## config.mk

```make
export PLATFORM = sky130hd
export DESIGN_NAME = rms_cell
export DESIGN_NICKNAME = d
export VERILOG_FILES = /design/src/rtl/rms_pkg.sv /design/src/rtl/rms_cell.sv
export SDC_FILE = /design/constraint.sdc
export NUM_CORES = 1
export LEC_CHECK = 0
export BUFFER_PORTS_ARGS = -buffer_cell sky130_fd_sc_hd__buf_2
export CORE_ASPECT_RATIO = 0.75
export CORE_MARGIN = 2
export CORE_UTILIZATION = 45
export CTS_BUF_LIST = sky130_fd_sc_hd__clkbuf_16
export CTS_CLUSTER_SIZE = 40
export DETAILED_ROUTE_END_ITERATION = 16
export PLACE_DENSITY = 0.81
export SKIP_LAST_GASP = 1
export SLEW_MARGIN = 20
export SYNTH_ARGS = -nofsm -noshare
export SYNTH_HDL_FRONTEND = slang
export SYNTH_SLANG_ARGS = --single-unit
export TNS_END_PERCENT = 100
```

## constraint.sdc

```tcl
create_clock -name clk -period 5.3 [get_ports clk]
set_clock_uncertainty 0.1 [all_clocks]
set_input_delay 1.06 -clock clk [delete_from_list [all_inputs] [get_ports clk]]
set_output_delay 1.06 -clock clk [all_outputs]
set_load 0.01 [all_outputs]
```

## src/rtl/rms_pkg.sv

```systemverilog
// Shared types and constants for the running median sorter.
package rms_pkg;

  localparam int unsigned CAPACITY_DEF = 64;
  localparam int unsigned DATA_W_DEF   = 32;

  // Opcodes carried in the input beat.
  localparam logic OP_ADD   = 1'b0;
  localparam logic OP_DRAIN = 1'b1;

  typedef struct packed {
    logic               op;
    logic signed [31:0] value;
  } in_beat_t;

  typedef struct packed {
    logic signed [31:0] result_value;
    logic               last;
    logic               overflow;
    logic               empty_res;
    logic [6:0]         count;
  } out_beat_t;

  // Control broadcast to every cell of the chain.
  typedef struct packed {
    logic ins;    // sorted insert of the broadcast value
    logic shift;  // move every entry one place towards cell 0
  } cell_ctrl_t;

  typedef enum logic [1:0] {
    ST_IDLE,
    ST_MEDIAN,
    ST_DRAIN
  } state_t;

endpackage

```

## src/rtl/rms_cell.sv

```systemverilog
// One cell of the sorted insertion chain.
module rms_cell #(
  parameter int unsigned DATA_WIDTH = rms_pkg::DATA_W_DEF
) (
  input  logic                         clk,
  input  rms_pkg::cell_ctrl_t          ctrl,
  input  logic signed [DATA_WIDTH-1:0] ins_val,
  input  logic                         occ,       // this cell holds a value
  input  logic                         left_occ,  // left neighbour holds a value
  input  logic                         left_gt,   // left neighbour is above ins_val
  input  logic signed [DATA_WIDTH-1:0] left_val,
  input  logic signed [DATA_WIDTH-1:0] right_val,
  output logic                         gt,
  output logic signed [DATA_WIDTH-1:0] val
);

  logic signed [DATA_WIDTH-1:0] val_r;
  logic signed [DATA_WIDTH-1:0] val_nxt;
  logic                         take_new;

  // Stored value strictly above the new one: equal values stay in front.
  assign gt       = occ && (ins_val < val_r);
  assign take_new = (gt || !occ) && left_occ && !left_gt;
  assign val      = val_r;

  always_comb begin
    val_nxt = val_r;
    if (ctrl.ins) begin
      if (left_gt) begin
        val_nxt = left_val;
      end else if (take_new) begin
        val_nxt = ins_val;
      end
    end else if (ctrl.shift) begin
      val_nxt = right_val;
    end
  end

  always_ff @(posedge clk) begin
    val_r <= val_nxt;
  end

endmodule

```

==> summary.txt, run 1 <==
CRITICAL PATH
-----------------------------------------------------------------------------------------------
Critical path's slowest cell ..................................................... sky130_fd_sc_hd__a31oi_1
Worst EP arrival .................................................................      2.87 ns
Crit Path Max Fanout .............................................................            3
Classification of the worst setup path ...........................................       in2out
Sort of element at the start of the critical path ................................ primary input
CP delay by family, top .......................................................... simple AND/OR/NAND/NOR gates
Setup slack, reg-to-reg ..........................................................      2.20 ns
Worst flop-to-flop path endpoint .................................................       val[9]
Req. time, crit path .............................................................      4.14 ns
Worst stage delay on the critical path ...........................................      0.35 ns
Worst Reg-to-Reg Cells ...........................................................            8
Most repeated library cell on the critical path .................................. sky130_fd_sc_hd__buf_2
CP Capture Type .................................................................. primary output
Worst reg2reg path startpoint ....................................................      val[25]
Critical path buffers and inverters ..............................................            2
Sequence of cells on the critical path ........................................... buf_2 -> ha_1 -> nand4_1 -> nor3_1 -> a221o_1 -> nor3_2 -> a31oi_1 -> nor2_1 -> buf_2

PLACED DESIGN
-----------------------------------------------------------------------------------------------
Placer Congestion ................................................................        0.787
Buffers added on ports ...........................................................          134
Instance area after placement ....................................................   3200 sq um
Detailed placement HPWL ..........................................................      4.93 mm

CTS
-----------------------------------------------------------------------------------------------
Clock input transition at the sequential cells of the worst setup and hold paths .      0.05 ns
Number of levels the H-tree was split into .......................................            2
Insertion delay to the later sink of the worst-skew pair .........................      0.27 ns
Cts hold-fix bufs ................................................................            0
Inserted Clock Buffers ...........................................................            5
CTS tree .........................................................................         done
Postcts setup bufs ...............................................................            0
Clock Root Buffer ................................................................ sky130_fd_sc_hd__clkbuf_16
TritonCTS sink count .............................................................           32
Post-cts sizing count ............................................................            0
Buffer depth of the longest clock path ...........................................            2

TIMING
-----------------------------------------------------------------------------------------------
Number of max-slew violations in the final report ................................            0
Final-layout setup total negative slack ..........................................         0 ns
Final number of setup-violating endpoints ........................................            0
Minimum clock period after layout ................................................      4.03 ns
Max-slew headroom at the worst pin ...............................................        29.8%
Worst hold slack .................................................................      1.01 ns
Fmax .............................................................................      248 MHz
Share of the clock period used by the worst path .................................        76.0%
Unrepaired setup endpoints after global routing ..................................           no
Final hold violation count .......................................................            0
Worst-margin pin slew ............................................................      1.05 ns

YOSYS
-----------------------------------------------------------------------------------------------
Post-Synthesis Mean Instance Area ................................................   9.60 sq um
Post-synthesis cell type count ...................................................           30
Largest family of logic cells by synthesized area ................................  adder cells
Simple-gate portion of the synthesized area ......................................        11.5%
Warnings, synthesis ..............................................................            0
Flip-flop and latch count after synthesis ........................................           32
Mapped Cells .....................................................................          256
Net count after synthesis ........................................................          389
Multiplexer area fraction after synthesis ........................................        13.0%
Part of the Yosys area used for sequential elements ..............................        39.1%
Xor and xnor fraction of the mapped netlist area .................................           0%
Post-Synth Adder-Cell Area .......................................................        15.8%
Compound-cell area share of the yosys netlist ....................................        13.9%
Cell area after synthesis ........................................................   2460 sq um

ROUTING
-----------------------------------------------------------------------------------------------
Routed via count divided by cell count ...........................................         4.97
DR DRC count .....................................................................            0
Number of iterations in the first detailed-routing pass ..........................            4
Vias after detailed routing ......................................................        2,288
Total wire length ................................................................      6.10 mm
Violation count after the first detailed-route iteration .........................           44
Remaining antenna violation count ................................................            0
Final routed wire length divided by cell count ...................................      13.3 um

CELLS AND AREA
-----------------------------------------------------------------------------------------------
Summed area of non-filler cells in the final layout ..............................   3320 sq um
Total number of nets in the final design .........................................          520
Area Overhead vs Synth ...........................................................        35.1%
Ratio of cells with drive above 1 in the final layout ............................        38.2%
Layout fillers ...................................................................          477
Diode insertion count for antenna repair .........................................            0
Max reg flops ....................................................................           32

PWR
-----------------------------------------------------------------------------------------------
Worst IR Drop VDD ................................................................   0.000157 V
Total chip power .................................................................       808 uW
Leakage power of the design ......................................................      1.74 nW
Pwr per Cell Area ................................................................  243 nW/um^2

FLOORPLANNING
-----------------------------------------------------------------------------------------------
Die outline height ...............................................................      68.0 um
Die outline width ................................................................      89.4 um
Number of top-level design ports .................................................          135
Initial cell density of the core .................................................        46.4%
Row Count ........................................................................           23
Area of the placeable core .......................................................   5300 sq um
Die footprint ....................................................................   6080 sq um

HOLD PATH
-----------------------------------------------------------------------------------------------
Worst Hold Class .................................................................       in2reg
Launch instance of the worst min-delay path ...................................... right_val[26]
Hold Crit Endpoint ...............................................................      val[26]
Number of cells on the worst hold path ...........................................            3

GLOBAL ROUTING
-----------------------------------------------------------------------------------------------
Pin count of the biggest net entering global routing .............................           67
Initial antenna violation count ..................................................            0
Global-route congestion overflow total ...........................................            0
Wire length of the first global-routing pass .....................................      9.14 mm
Vias in the first global route ...................................................        2,102
Overall global routing resource usage ............................................        19.7%

OUTCOME
-----------------------------------------------------------------------------------------------
Result of the run ................................................................ finished clean

FLOW RUN
-----------------------------------------------------------------------------------------------
Number of violations of the max-capacitance limit ................................            0

==> tightest hold or removal path: cells and delay by family <==
family | cells | cell delay [ns]
simple gates | 1 | 0.03
buf+inv | 1 | 0.08
compound gates | 1 | 0.09
==> synthesized netlist by cell type (all sizes together) <==
library cell  number  area share (%)
a21oi             45             9.3
nor2              37             5.6
edfxtp            32              39
inv               32             4.9
mux2i             32              13
ha                31              16
clkbuf             8             1.2
nand2              6            0.92
nand4              6             1.8
o21ai              5             1.0
a21o               3            0.92
buf                3            0.61
nand2b             2            0.81
nand3              2            0.41
nor3               2            0.61
nor4               2            0.76
a2111oi            1             1.1
a221o              1            0.41
a31oi              1            0.25
nand3b             1            0.31
nor2b              1            0.25
o211ai             1            0.31
o21a               1            0.31
o22ai              1            0.25
==> power breakdown <==
part | switching, mW | leakage (nW) | total (mW) | internal, mW
combinational | 0.124 | 1.36 | 0.228 | 0.104
clock | 0.0885 | 0.0616 | 0.254 | 0.165
sequential | 0.0122 | 0.312 | 0.326 | 0.314
total | 0.225 | 1.74 | 0.808 | 0.583
==> logic make-up after synthesis <==
family / after synthesis
AO/OA/AOI/OAI: 59
adder cells (fa/ha/maj): 31
AND/OR/NAND/NOR: 59
flip-flops: 32
buffers and inverters: 43
multiplexers: 32
==> metal layers <==
layer  GRT usage, %  up-vias  share of wire, %
met5              0        -                 0
met4           5.78        0               1.5
met3           5.91       13               7.3
met2           34.0       85                46
met1           24.0     1006                45
li1               -     1184                 -
==> worst max path at each step <==
stage,start,to,cells past startpoint
after CTS,ins_val[26],gt,9
after global routing,ins_val[27],gt,9
after floorplan,ins_val[19],val[0],7
final,ins_val[27],gt,9
after detailed placement,ins_val[26],gt,9
after global placement,ins_val[19],gt,9
==> per-stage QoR <==
| stage | util, % | setup WS [ns] | cells |
|---|---|---|---|
| floorplan | - | 0.996 | 256 |
| global placement | 60.4 | 1.34 | 455 |
| detailed placement | 60.4 | 1.28 | 455 |
| CTS | 62.7 | 1.28 | 460 |
| global route | 62.7 | 1.10 | 460 |
| finish | 62.7 | 1.27 | 460 |
==> placed cells by master (no fill, tap or decap), drive strengths merged, types with 3 or more instances in the layout <==
master / synthesis / layout
buf: 3 / 135
mux2i: 32 / 32
inv: 32 / 32
o21ai: 5 / 5
nand2: 6 / 6
nand4: 6 / 6
ha: 31 / 31
nor2: 37 / 37
a21o: 3 / 3
clkbuf: 8 / 5
edfxtp: 32 / 32
a21oi: 45 / 45
==> layout make-up <==
| cell class | instances | area, sq um | share of cell area (%) |
|---|---|---|---|
| tap | 75 | 93.8 | 2.82 |
| sequential | 32 | 961 | 28.9 |
| timing repair buffer | 135 | 678 | 20.4 |
| multi-input combinational | 181 | 1340 | 40.5 |
| inverter | 32 | 120 | 3.62 |
| clock buffer | 5 | 125 | 3.77 |
No activity file was read; power rests on OpenSTA's default activity.
==> inputs of run 2 (changes only) <==
==> constraint.sdc (replaced) <==
create_clock -name clk -period 4.1 [get_ports clk]
set_clock_uncertainty 0.1 [all_clocks]
set_input_delay 0.82 -clock clk [delete_from_list [all_inputs] [get_ports clk]]
set_output_delay 0.82 -clock clk [all_outputs]
set_load 0.01 [all_outputs]
==> run 2 against run 1 <==
Sequential power rose by 29%. Via count rose by 1.9%. Sequential share of layout area fell by 0.13 points. Utilization rose by 0.28 points. Non-clock buffer count rose by 2. Die area did not move. Routed wire length rose by 3.8%.
==> summary.txt, run 2 (synthesized netlist as in run 1, its figures left out) <==
CTS
-----------------------------------------------------------------------------------------------
Post-cts sizing count ............................................................            0   unchanged
Buffer depth of the longest clock path ...........................................            2   unchanged
Inserted Clock Buffers ...........................................................            5   unchanged
Insertion delay to the later sink of the worst-skew pair .........................      0.27 ns   about the same
Clock Root Buffer ................................................................ sky130_fd_sc_hd__clkbuf_16   unchanged
TritonCTS sink count .............................................................           32   unchanged
Postcts setup bufs ...............................................................            0   unchanged
Clock input transition at the sequential cells of the worst setup and hold paths .      0.05 ns   about the same
CTS tree .........................................................................         done   unchanged
Number of levels the H-tree was split into .......................................            2   unchanged
Cts hold-fix bufs ................................................................            0   unchanged

CELLS AND AREA
-----------------------------------------------------------------------------------------------
Commonest cells after routing, fill and taps aside ............................... sky130_fd_sc_hd__buf_2, sky130_fd_sc_hd__a21oi_1, sky130_fd_sc_hd__nor2_1   unchanged
Layout fillers ...................................................................          492   was 477
Multi-input logic area ...........................................................   1340 sq um   unchanged
Ratio of cells with drive above 1 in the final layout ............................        38.5%   was 38.2%
Commonest non-fill, non-tap cell in the layout ................................... sky130_fd_sc_hd__buf_2   unchanged
Area taken by flip-flops and latches .............................................    961 sq um   unchanged
Diode insertion count for antenna repair .........................................            0   unchanged
Max reg flops ....................................................................           32   unchanged
Total number of nets in the final design .........................................          522   was 520
Area Overhead vs Synth ...........................................................        35.7%   was 35.1%

TIMING
-----------------------------------------------------------------------------------------------
Share of the clock period used by the worst path .................................        86.6%
Final hold violation count .......................................................            0   unchanged
Final-layout setup total negative slack ..........................................         0 ns   unchanged
Worst-margin pin slew ............................................................     0.552 ns   was 1.05 ns
Unrepaired setup endpoints after global routing ..................................           no   unchanged
Minimum clock period after layout ................................................      3.55 ns
Final number of setup-violating endpoints ........................................            0   unchanged
Number of max-slew violations in the final report ................................            0   unchanged
Max-slew headroom at the worst pin ...............................................        63.2%   was 29.8%
Fmax .............................................................................      282 MHz

GLOBAL ROUTING
-----------------------------------------------------------------------------------------------
Vias in the first global route ...................................................        2,211   was 2,102
Overall global routing resource usage ............................................        21.1%   was 19.7%
Global-route congestion overflow total ...........................................            0   unchanged
Initial antenna violation count ..................................................            0   unchanged
Wire length of the first global-routing pass .....................................      9.69 mm   was 9.14 mm
Pin count of the biggest net entering global routing .............................           37   was 67

ROUTING
-----------------------------------------------------------------------------------------------
DR DRC count .....................................................................            0   unchanged
Vias after detailed routing ......................................................        2,331   was 2,288
Final routed wire length divided by cell count ...................................      13.7 um   was 13.3 um
Remaining antenna violation count ................................................            0   unchanged
Number of iterations in the first detailed-routing pass ..........................            4   unchanged
Violation count after the first detailed-route iteration .........................           56   was 44
Total wire length ................................................................      6.33 mm   was 6.10 mm
Routed via count divided by cell count ...........................................         5.05   was 4.97

FLOW RUN
-----------------------------------------------------------------------------------------------
Number of violations of the max-capacitance limit ................................            0   unchanged

PLACED DESIGN
-----------------------------------------------------------------------------------------------
Placer Congestion ................................................................        0.784   was 0.787
Buffers added on ports ...........................................................          134   unchanged
Detailed placement HPWL ..........................................................      5.24 mm   was 4.93 mm

CRITICAL PATH
-----------------------------------------------------------------------------------------------
Crit Path Max Fanout .............................................................            3   unchanged
Req. time, crit path .............................................................      3.18 ns   was 4.14 ns
Sort of element at the start of the critical path ................................ primary input   unchanged
CP Capture Type .................................................................. primary output   unchanged
Worst Reg-to-Reg Cells ...........................................................            9   was 8
CP Launch Point ..................................................................  ins_val[25]   was ins_val[27]
Worst flop-to-flop path endpoint .................................................       val[1]   was val[9]
Setup slack, reg-to-reg ..........................................................      1.37 ns   was 2.20 ns
Classification of the worst setup path ...........................................       in2out   unchanged
Worst reg2reg path startpoint ....................................................      val[25]   unchanged
Worst EP arrival .................................................................      2.63 ns   was 2.87 ns

HOLD PATH
-----------------------------------------------------------------------------------------------
Worst Hold Class .................................................................       in2reg   unchanged
Number of cells on the worst hold path ...........................................            3   unchanged
Launch instance of the worst min-delay path ...................................... right_val[11]   was right_val[26]
Hold Crit Endpoint ...............................................................      val[11]   was val[26]

PWR
-----------------------------------------------------------------------------------------------
Leakage power of the design ......................................................      1.75 nW   was 1.74 nW
Worst IR Drop VDD ................................................................   0.000273 V   was 0.000157 V
Pwr per Cell Area ................................................................  315 nW/um^2   was 243 nW/um^2
Total chip power .................................................................      1.05 mW   was 808 uW

FLOORPLANNING
-----------------------------------------------------------------------------------------------
Die outline height ...............................................................      68.0 um   unchanged
Initial cell density of the core .................................................        46.4%   unchanged
Number of top-level design ports .................................................          135   unchanged
Die outline width ................................................................      89.4 um   unchanged
Row Count ........................................................................           23   unchanged
Die footprint ....................................................................   6080 sq um   unchanged
Area of the placeable core .......................................................   5300 sq um   unchanged

OUTCOME
-----------------------------------------------------------------------------------------------
Result of the run ................................................................ finished clean   unchanged

==> run 2: cell types whose count changed in the layout (fill, tap and decap cells not counted) <==
cell                    before  now
sky130_fd_sc_hd__buf_4       1    3
==> run 2: critical path, stage by stage <==
cell	delay, ns
sky130_fd_sc_hd__buf_2	0.12
sky130_fd_sc_hd__ha_1	0.32
sky130_fd_sc_hd__nand4_1	0.20
sky130_fd_sc_hd__nor3_1	0.08
sky130_fd_sc_hd__a221o_1	0.35
sky130_fd_sc_hd__nor2b_1	0.14
sky130_fd_sc_hd__a31oi_1	0.34
sky130_fd_sc_hd__nor2_1	0.10
sky130_fd_sc_hd__buf_2	0.16
==> run 2: area by class of cell <==
cell class                      instances  area share, %
Tap cell                               75           2.81
Sequential cell                        32           28.8
Timing Repair Buffer                  137           20.8
Clock buffer                            5           3.75
Inverter                               32           3.60
Multi-Input combinational cell        181           40.3
==> run 2: metrics by stage <==
step                      util, %  worst slack [ns]  hold slack (ns)  area [sq um]  std cells
after detailed placement     60.7             0.554             1.04          3210        457
after CTS                    63.0             0.553            0.765          3340        462
after floorplan                 -            0.0363            0.946          2460        256
after global routing         63.0             0.398            0.776          3340        462
after global placement       60.7             0.564             1.03          3210        457
final                        63.0             0.548            0.770          3340        462
==> run 2: how the worst max path moves through the flow <==
| stage | to | slack (ns) | depth (start not counted) |
|---|---|---|---|
| floorplan | val[0] | 0.04 | 7 |
| global placement | gt | 0.56 | 8 |
| detailed placement | gt | 0.55 | 9 |
| CTS | gt | 0.55 | 8 |
| global route | gt | 0.40 | 9 |
| finish | gt | 0.55 | 9 |
==> run 2: metal layers <==
metal / GRT usage [%] / share of wire [%] / vias up
met5: 0 / 0 / -
met4: 4.85 / 0.98 / 0
met3: 5.55 / 7.7 / 8
met2: 36.9 / 48 / 101
met1: 26.3 / 43 / 1035
li1: - / - / 1187
==> run 2: report_power, final <==
part           switching (mW)  internal, mW
clock network           0.116         0.214
registers              0.0166         0.406
logic                   0.163         0.136
